[config.mk]
export PLATFORM = sky130hd
export DESIGN_NAME = lcp_queue
export DESIGN_NICKNAME = d
export VERILOG_FILES = /design/src/hw/rtl/lcp_pkg.sv /design/src/hw/rtl/lcp_queue.sv
export SDC_FILE = /design/constraint.sdc
export NUM_CORES = 1
export LEC_CHECK = 0
export BUFFER_PORTS_ARGS = -buffer_cell sky130_fd_sc_hd__buf_4
export CORE_AREA = 2 2 383 385
export DETAILED_ROUTE_END_ITERATION = 10
export DIE_AREA = 0 0 385 387
export SYNTH_ARGS = -nofsm -noshare
export SYNTH_HDL_FRONTEND = slang
export SYNTH_SLANG_ARGS = --single-unit
export TNS_END_PERCENT = 1
[constraint.sdc]
create_clock -name clk -period 33.4 [get_ports clk]
set_clock_uncertainty 0.1 [all_clocks]
set_input_delay 1.67 -clock clk [delete_from_list [all_inputs] [get_ports clk]]
set_output_delay 1.67 -clock clk [all_outputs]
set_load 0.005 [all_outputs]
[src/hw/rtl/lcp_pkg.sv]
// Shared widths, types and codes for the closest-points block.
package lcp_pkg;

  localparam int CW     = 32;
  localparam int FB     = 16;
  localparam int DW     = CW + 1;
  localparam int PW     = 2 * DW;
  localparam int SW     = PW + 2;
  localparam int NW     = 2 * SW + 1;
  localparam int MNW    = NW + DW;
  localparam int MOW    = NW + SW;
  localparam int LB     = 32;
  localparam int LA     = (NW + LB - 1) / LB;
  localparam int LBN    = (SW + LB - 1) / LB;
  localparam int PFW    = (LA + LBN) * LB;
  localparam int QB     = CW + 2;
  localparam int ML     = 5;
  localparam int DL     = QB + 2;
  localparam int SL     = 2 * ML + 3 + DL;
  localparam int NLANE  = 8;
  localparam int QDEPTH = 2;
  localparam int QAW    = $clog2(QDEPTH);
  localparam int QCW    = $clog2(QDEPTH + 1);
  localparam int PTW    = 16;
  localparam int PRW    = 32;
  localparam int CIW    = 8;

  localparam logic [CIW-1:0] CFG_POINT_THR = CIW'(0);
  localparam logic [CIW-1:0] CFG_PAR_THR   = CIW'(1);

  typedef logic signed [CW-1:0] coord_t;
  typedef logic signed [DW-1:0] diff_t;

  localparam coord_t CMAX = {1'b0, {(CW-1){1'b1}}};
  localparam coord_t CMIN = {1'b1, {(CW-1){1'b0}}};

  typedef enum logic [1:0] {
    ST_FOUND    = 2'd0,
    ST_B_DEGEN  = 2'd1,
    ST_A_DEGEN  = 2'd2,
    ST_PARALLEL = 2'd3
  } status_t;

  typedef struct packed {
    status_t      status;
    coord_t [2:0] a0;
    coord_t [2:0] b0;
    diff_t  [2:0] d21;
    diff_t  [2:0] d43;
    diff_t  [2:0] d13;
  } item_t;

  typedef struct packed {
    status_t      status;
    coord_t [2:0] a0;
    coord_t [2:0] b0;
    diff_t  [2:0] d21;
    diff_t  [2:0] d43;
  } side_t;

endpackage

[src/hw/rtl/lcp_queue.sv]
// Short FIFO between the input stage and the arithmetic pipeline.
module lcp_queue
  import lcp_pkg::*;
(
  input  logic  clk,
  input  logic  rst_n,
  input  logic  push_i,
  input  item_t item_i,
  output logic  room_o,
  output item_t head_o,
  output logic  valid_o
);

  item_t            mem_r [QDEPTH];
  logic [QAW-1:0]   wp_r, wp_nxt, rp_r, rp_nxt;
  logic [QCW-1:0]   cnt_r, cnt_nxt;
  logic             pop;

  assign pop     = (cnt_r != '0);
  assign valid_o = pop;
  assign head_o  = mem_r[rp_r];

  always_comb begin
    wp_nxt  = push_i ? QAW'((32'(wp_r) + 1) % QDEPTH) : wp_r;
    rp_nxt  = pop ? QAW'((32'(rp_r) + 1) % QDEPTH) : rp_r;
    cnt_nxt = cnt_r + QCW'(push_i) - QCW'(pop);
  end

  assign room_o = (32'(cnt_nxt) < QDEPTH);

  always_ff @(posedge clk) begin
    if (!rst_n) begin
      wp_r  <= '0;
      rp_r  <= '0;
      cnt_r <= '0;
    end else begin
      wp_r  <= wp_nxt;
      rp_r  <= rp_nxt;
      cnt_r <= cnt_nxt;
    end
    if (push_i) mem_r[wp_r] <= item_i;
  end

endmodule

==> results.tsv <==
stage	metric	value	unit
power	power_frac_seq	51.0	%
timing	period_share	16.9	%
cells_and_area	nets	3103	
floorplanning	initial_core_util	24.7	%
cts	hold_buffers	0	
hold_path	whs_path_depth	2	
routing	drtIter0Drc	906	
timing	fin_tns_setup	0	ns
setup_path	required	31.63	ns
cts	postCtsSetupBuffers	0	
setup_path	path_class	reg -> out	
cts	clkSlewWorstSetupHoldPaths	0.06	ns
global_route	antenna_found_initial	28	
global_route	grt_overflow_total	0	
floorplanning	die_h	387	µm
setup_path	r2r-start	wp_r	
setup_path	cp-start-kind	register	
run	drv_cap	0	
synthesis	netlist_area	35800	µm²
power	p_sw_share	21.8	%
timing	hold_violations	0	
synthesis	synth.avg_cell_area	23.1	µm²
setup_path	worstPathMaxFanout	72	
routing	via_per_inst	4.00	
cts	cts-root-buf	clkbuf_16	
cts	numCtsBuffers	105	
floorplanning	fp.dieW	385	µm
setup_path	cp.depth	4	
synthesis	ys_seq_area_share	82.5	%
power	power.total	0.00284	W
cells_and_area	layout_common_cells	buf_4, edfxtp_1, mux2_2, clkbuf_16, clkbuf_1	
timing	setup_slack	27.75	ns
routing	vias	18454	
timing	period_needed	5.65	ns
cts	cts_resized	0	
placement	port_buffers	986	
setup_path	cp_data_arrival_time	3.88	ns
setup_path	endpoint_kind	primary output	
global_route	grt_pass1_vias	19527	
timing	rsz0062_at_grt	no	
outcome	status	finished, final reports clean	
synthesis	synth-seq-cells	987	
cells_and_area	final_common_cell	buf_4	
power	ir_worst_vdd	0.0501	mV
cts	tritoncts	done	
timing	worstMarginPinSlew	1.04	ns
hold_path	min-delay-start	rp_r	
synthesis	syn-instance-count	1550	
placement	place.gp.congestion	0.794	
floorplanning	core_area	145000	µm²
power	power_frac_clock	39.3	%
cts	clk-insertion-delay-late	0.69	ns
hold_path	min-delay-path-class	reg -> reg	
power	combPwrFrac	9.7	%
placement	post-place-ws	27.51	ns
setup_path	crit_chain	buf_4 > buf_4 > mux2_2 > buf_4	
setup_path	critPathTopFamily	buffers and inverters	
power	p_sw	0.000619	W
routing	dr.pass1.iters	4	
routing	wirelength	99300	µm
timing	slew_headroom	30.7	%
setup_path	cp_slowest_cell	buf_4	
cts	cts_sinks	987	
timing	max_freq	0.177	GHz
global_route	grt_max_degree	138	
setup_path	crit_buf_inv	3	
cts	htree_levels	3	
power	p_per_area	58.4	nW/µm²
setup_path	slowest_delay	0.87	ns
floorplanning	io_pins	987	
timing	slew_viol_final	0	
timing	finalSetupViolCount	0	
synthesis	yosysUniqueCellTypes	17	
power	intPower	0.00222	W
cells_and_area	fin_area	48500	µm²
floorplanning	die-area	149000	µm²
global_route	grt_first_pass_wirelength	136000	µm
cells_and_area	layout-drive-gt1-share	61.3	%
routing	drc_errors	0	
cts	cts.path.max_buffers	3	
routing	wire_per_inst	21.5	µm
global_route	grtUsageTotal	12.7	%
synthesis	syn_nets	2045	
cells_and_area	syn2layout_area_growth	35.4	%
timing	worst_hold_slack	0.463	ns
power	p_leak	17.6	nW
routing	ant_nets	0	
setup_path	worst_r2r_path_depth	5	
placement	dp_hpwl	71400	µm
placement	placed_area	45200	µm²
floorplanning	rows	140	
synthesis	yosys_warnings	0	
setup_path	cp_common_cell	buf_4	
[state kept, by name (all words and copies together) (netlist names), named ones only]
register  count
cnt_r         2
mem_r       982
rp_r          1
wp_r          1
[power groups by stage]
stage,clock [W],combinational [W],sequential (W)
floorplan,0,0.000110,0.00151
global placement,0,0.000279,0.00147
detailed placement,0,0.000280,0.00147
CTS,0.00115,0.000282,0.00145
global route,0.00120,0.000296,0.00145
finish,0.00111,0.000275,0.00145
[final cells by class]
type | instances | area (µm²)
multi-input combinational | 508 | 5650
clock buffer | 141 | 2850
timing repair buffer | 1006 | 7580
fill | 13862 | 96300
tap | 1917 | 2400
clock inverter | 49 | 448
sequential | 987 | 29600
antenna | 10 | 25.0
[routing by layer]
layer | track usage, % | part of all wire [%] | routed length, µm | vias to the layer above
met5 | 0 | 0.081 | 80 | -
li1 | - | - | - | 8351
met2 | 22.2 | 51 | 51000 | 737
met4 | 5.65 | 3.3 | 3300 | 12
met3 | 6.44 | 11 | 11300 | 174
met1 | 12.3 | 34 | 33600 | 9180
[synth_stat cells]
master    count  area share, %
dfxtp_1       5           0.28
or2_2         1          0.017
and2_1        2          0.035
nor2b_1       3          0.052
nand2_1       2          0.021
and3_1        2          0.035
o21ai_0       1          0.014
mux2i_1       1          0.028
xor2_1        1          0.024
edfxtp_1    982             82
ha_1          1          0.035
o21a_1        1          0.021
or3_1         1          0.017
buf_2         1          0.014
mux2_2      491             15
nand2b_1      1          0.017
buf_6        54            1.7
[worst min-delay path, stage by stage, from the launching register on]
cell	delay, ns
dfxtp_1	0.31
o21ai_0	0.08
and3_1	0.15
[worst paths after layout]
path / endpoint / slack, ns
setup / recovery: head_o[359] / 27.75
hold / removal: register / 0.46
setup reg to reg: mem_r[0][219] / 29.04
hold reg to reg: register / 0.46
[logic make-up after synthesis]
group | Yosys count | share of synthesized area (%)
multiplexers | 492 | 15.5
AO/OA/AOI/OAI | 2 | 0.0349
adder cells (fa/ha/maj) | 1 | 0.0349
buffers and inverters | 55 | 1.71
AND/OR/NAND/NOR | 12 | 0.196
XOR/XNOR | 1 | 0.0244
flip-flops | 987 | 82.5
[per-stage QoR]
step / std cells / utilization (%)
3_3_place_gp: 4418 / 31.2
5_1_grt: 4618 / 33.5
2_1_floorplan: 1550 / -
4_1_cts: 4608 / 33.5
3_5_place_dp: 4418 / 31.2
6_report: 4618 / 33.5
No activity file was read; power rests on OpenSTA's default activity.
