===== config.mk =====
export PLATFORM = sky130hd
export DESIGN_NAME = lcp_front
export DESIGN_NICKNAME = d
export VERILOG_FILES = /design/src/hw/rtl/lcp_pkg.sv /design/src/hw/rtl/lcp_front.sv
export SDC_FILE = /design/constraint.sdc
export NUM_CORES = 1
export LEC_CHECK = 0
export BUFFER_PORTS_ARGS = -buffer_cell sky130_fd_sc_hd__clkbuf_2
export CELL_PAD_IN_SITES_DETAIL_PLACEMENT = 1
export CELL_PAD_IN_SITES_GLOBAL_PLACEMENT = 2
export CORE_AREA = 2 2 352 354
export CTS_BUF_LIST = sky130_fd_sc_hd__clkbuf_4 sky130_fd_sc_hd__clkbuf_8
export CTS_CLUSTER_DIAMETER = 80
export DETAILED_ROUTE_END_ITERATION = 12
export DIE_AREA = 0 0 354 356
export PLACE_DENSITY_LB_ADDON = 0.2
export SYNTH_ARGS = -nofsm -noshare
export SYNTH_HDL_FRONTEND = slang
export SYNTH_SLANG_ARGS = --single-unit
export TNS_END_PERCENT = 100

===== constraint.sdc =====
create_clock -name clk -period 25.9 [get_ports clk]
set_input_delay 3.885 -clock clk [delete_from_list [all_inputs] [get_ports clk]]
set_output_delay 3.885 -clock clk [all_outputs]
set_load 0.01 [all_outputs]

===== src/hw/rtl/lcp_pkg.sv =====
// Shared widths, types and codes for the closest-points block.
package lcp_pkg;

  localparam int CW     = 32;
  localparam int FB     = 16;
  localparam int DW     = CW + 1;
  localparam int PW     = 2 * DW;
  localparam int SW     = PW + 2;
  localparam int NW     = 2 * SW + 1;
  localparam int MNW    = NW + DW;
  localparam int MOW    = NW + SW;
  localparam int LB     = 32;
  localparam int LA     = (NW + LB - 1) / LB;
  localparam int LBN    = (SW + LB - 1) / LB;
  localparam int PFW    = (LA + LBN) * LB;
  localparam int QB     = CW + 2;
  localparam int ML     = 5;
  localparam int DL     = QB + 2;
  localparam int SL     = 2 * ML + 3 + DL;
  localparam int NLANE  = 8;
  localparam int QDEPTH = 2;
  localparam int QAW    = $clog2(QDEPTH);
  localparam int QCW    = $clog2(QDEPTH + 1);
  localparam int PTW    = 16;
  localparam int PRW    = 32;
  localparam int CIW    = 8;

  localparam logic [CIW-1:0] CFG_POINT_THR = CIW'(0);
  localparam logic [CIW-1:0] CFG_PAR_THR   = CIW'(1);

  typedef logic signed [CW-1:0] coord_t;
  typedef logic signed [DW-1:0] diff_t;

  localparam coord_t CMAX = {1'b0, {(CW-1){1'b1}}};
  localparam coord_t CMIN = {1'b1, {(CW-1){1'b0}}};

  typedef enum logic [1:0] {
    ST_FOUND    = 2'd0,
    ST_B_DEGEN  = 2'd1,
    ST_A_DEGEN  = 2'd2,
    ST_PARALLEL = 2'd3
  } status_t;

  typedef struct packed {
    status_t      status;
    coord_t [2:0] a0;
    coord_t [2:0] b0;
    diff_t  [2:0] d21;
    diff_t  [2:0] d43;
    diff_t  [2:0] d13;
  } item_t;

  typedef struct packed {
    status_t      status;
    coord_t [2:0] a0;
    coord_t [2:0] b0;
    diff_t  [2:0] d21;
    diff_t  [2:0] d43;
  } side_t;

endpackage


===== src/hw/rtl/lcp_front.sv =====
// Input stage: takes a query, forms the direction vectors and flags degenerate lines.
module lcp_front
  import lcp_pkg::*;
(
  input  logic           clk,
  input  logic           rst_n,
  input  logic           start,
  output logic           busy,
  input  coord_t [2:0]   a0_i,
  input  coord_t [2:0]   a1_i,
  input  coord_t [2:0]   b0_i,
  input  coord_t [2:0]   b1_i,
  input  logic [PTW-1:0] point_thr_i,
  input  logic           room_i,
  output item_t          item_o,
  output logic           item_valid_o
);

  function automatic logic tiny(input diff_t [2:0] d, input logic [PTW-1:0] t);
    logic          r;
    logic [DW-1:0] m;
    r = 1'b1;
    for (int k = 0; k < 3; k++) begin
      m = d[k][DW-1] ? DW'(-d[k]) : DW'(d[k]);
      if (m >= DW'(t)) r = 1'b0;
    end
    return r;
  endfunction

  item_t item_r, item_nxt;
  logic  v_r, v_nxt;
  logic  accept;

  assign busy   = !room_i;
  assign accept = start && !busy;

  always_comb begin
    item_nxt    = item_r;
    item_nxt.a0 = a0_i;
    item_nxt.b0 = b0_i;
    for (int k = 0; k < 3; k++) begin
      item_nxt.d21[k] = DW'(a1_i[k]) - DW'(a0_i[k]);
      item_nxt.d43[k] = DW'(b1_i[k]) - DW'(b0_i[k]);
      item_nxt.d13[k] = DW'(a0_i[k]) - DW'(b0_i[k]);
    end
    if (tiny(item_nxt.d43, point_thr_i)) begin
      item_nxt.status = ST_B_DEGEN;
    end else if (tiny(item_nxt.d21, point_thr_i)) begin
      item_nxt.status = ST_A_DEGEN;
    end else begin
      item_nxt.status = ST_FOUND;
    end
    v_nxt = accept;
  end

  always_ff @(posedge clk) begin
    if (!rst_n) begin
      v_r <= 1'b0;
    end else begin
      v_r <= v_nxt;
    end
    if (accept) item_r <= item_nxt;
  end

  assign item_o       = item_r;
  assign item_valid_o = v_r;

endmodule


==> run_results.csv <==
group,metric,value,unit
flow_run,drv_cap,0,
sta,worstMarginPinSlew,1.10,ns
global_route,antenna_found_initial,21,
yosys,synth_fa_ha_area_frac,0.134,
clock_network,clk_pin_slew_worst_paths,0.06,ns
yosys,syn_area,0.0379,sq mm
drt,ant_nets,0,
yosys,synthXorXnorAreaFrac,0.0706,
drt,met1_length,70700,um
floorplanning,core.rowCount,129,
drt,drc,0,
clock_network,cts_resized,0,
power_and_ir_drop,max-vdd-ir-drop,0.0429,mV
floorplanning,initial_core_util,0.309,
sta,setup_viol,0,
yosys,avgSynthCellArea,9.58,sq um
sta,hold_violations,0,
drt,wl_met2,80400,um
clock_network,post_cts_buffers,0,
setup_path,cp_slowest_stage_delay,0.86,ns
global_route,grt_pass1_vias,35680,
yosys,synth-simple-area-share,0.154,
hold_path,hold_path_class,"primary input to register",
sta,fin_crit_sh,0.430,
finish,layout_commonest_cell,"clkbuf_2",
yosys,yosysSeqAreaShare,0.390,
sta,hold_slack,3.27,ns
drt,dr.first_iter.drc_count,1959,
drt,vias,34617,
clock_network,root_buffer,"clkbuf_8",
finish,drive_gt1_frac,0.233,
place,dpl.hpwl,137000,um
finish,num-nets-final,5708,
setup_path,worst_ep_arrival_time,11.67,ns
clock_network,cts-buffers-inserted,99,
setup_path,cp.required,26.44,ns
drt,routed_wl,165000,um
yosys,synth_top_family_by_area,"compound AO/OA/AOI/OAI gates",
yosys,yosys_warnings,0,
setup_path,cp_num_buf_inv,4,
place,io_buffers,896,
setup_path,path_max_fanout,28,
drt,met3_length,9680,um
finish,final_util,0.379,
drt,routed.top_layer,"met5",
setup_path,cp-end-kind,"register",
finish,layout_common_cells,"897 x clkbuf_2, 491 x edfxtp_1, 390 x ha_1",
clock_network,htree_levels,3,
clock_network,cts_buffer_depth,3,
floorplanning,chipWidth,354,um
yosys,synth_cells,3951,
drt,drtPass1Iterations,5,
yosys,ys_seq_elements,492,
floorplanning,num_io_pins,897,
status,outcome,"finished, final reports clean",
setup_path,crit_slowest_cell,"a2111oi_1",
yosys,synth_top_flop_cell,"edfxtp_1",
global_route,grt_pass1_wl,237000,um
clock_network,hold_buffers,0,
sta,slew_headroom,0.256,
sta,max_freq,89.8,MHz
finish,areaGrowthSynthToFinish,22.8,%
sta,tns,0,ns
yosys,synth_nets,4754,
yosys,synth-compound-area-share,0.199,
floorplanning,die_h,356,um
floorplanning,die_area,0.126,sq mm
sta,fin_crit,11.14,ns
drt,avgViaCountPerCell,5.22,
clock_network,cts_tree,"done",
sta,finalMaxSlewViolations,0,
floorplanning,fp.coreArea,0.123,sq mm
global_route,grt.total_usage,0.253,
power_and_ir_drop,p_leak,20.5,nW
place,place.gp.congestion,0.884,
global_route,grt_max_degree,73,
power_and_ir_drop,p_per_area,64.0,mW/mm^2
sta,rsz0062_at_grt,"no",
yosys,synth_cell_type_count,100,
setup_path,worstSetupPathType,"primary input to register",
setup_path,crit_family,"simple AND/OR/NAND/NOR gates",
setup_path,cp-start-kind,"primary input",
yosys,async_reset_ff_frac,0,
drt,wl_per_cell,24.9,um
yosys,synth_edf_count,491,
global_route,overflow,0,
clock_network,cts.sinks,492,
yosys,synthMuxAreaShare,0.00826,
-- cell families after synthesis --
| family | Yosys count |
|---|---|
| buffers and inverters | 451 |
| adders and majority gates | 399 |
| xor gates and xnor gates | 305 |
| DFF | 492 |
| AOI/OAI and AO/OA | 1126 |
| and+or+nand+nor | 1148 |
| muxes | 30 |
-- routing by layer --
metal	track usage	up-vias
li1	-	16655
met1	0.314	16833
met2	0.441	932
met3	0.0511	185
met4	0.0776	12
met5	0	-
-- Yosys cell counts (39+ instances only) --
cell / count / share of area
a211oi_1: 51 / 0.010
a21o_1: 122 / 0.024
a21oi_1: 276 / 0.036
a31oi_1: 45 / 0.0074
and3_1: 41 / 0.0068
clkbuf_1: 65 / 0.0064
edfxtp_1: 491 / 0.39
ha_1: 390 / 0.13
inv_1: 377 / 0.037
nand2_1: 257 / 0.025
nand2b_1: 55 / 0.0091
nand3_1: 105 / 0.014
nand4_1: 42 / 0.0069
nor2_1: 280 / 0.028
nor2b_1: 53 / 0.0088
nor3_1: 104 / 0.014
o211ai_1: 39 / 0.0077
o21a_1: 67 / 0.013
o21ai_0: 208 / 0.027
xnor2_1: 201 / 0.046
xor2_1: 104 / 0.024
-- final cells by class --
cell class / count / area (sq um)
Tap cell: 1637 / 2050
Clock inverter: 56 / 537
Sequential cell: 492 / 14800
Fill cell: 14410 / 76200
Antenna cell: 10 / 25.0
Clock buffer: 126 / 1580
Timing Repair Buffer: 922 / 4680
Inverter: 382 / 1430
Multi-Input combinational cell: 3008 / 21400
-- stage by stage --
step / std cells / setup WS, ns / cell area, sq um / power, mW
floorplan: 3951 / 10.08 / 37900 / 1.70
global placement: 6440 / 13.89 / 44300 / 2.09
detailed placement: 6440 / 13.77 / 44300 / 2.10
CTS: 6622 / 14.68 / 46400 / 3.02
global route: 6631 / 14.03 / 46500 / 3.14
finish: 6633 / 14.76 / 46500 / 2.97
-- sequential cells by signal, summed over array words and instances (netlist names) --
name,flops
item_o,491
item_valid_o,1
-- path summary, 6_finish.rpt --
kind	cells after the start	to	slack, ns	start
worst max-delay path	28	item_o[490]	14.76	b0_i[72]
worst min-delay path	1	item_o[370]	3.27	b0_i[73]
-- power breakdown --
group | leakage (nW) | total [mW] | internal (mW) | switching, mW
registers | 4.62 | 1.01 | 0.981 | 0.0264
clock network | 1.10 | 0.889 | 0.501 | 0.388
logic | 14.8 | 1.08 | 0.389 | 0.688
total | 20.5 | 2.97 | 1.87 | 1.10
Note: power is estimated with default switching activity, not from simulation.
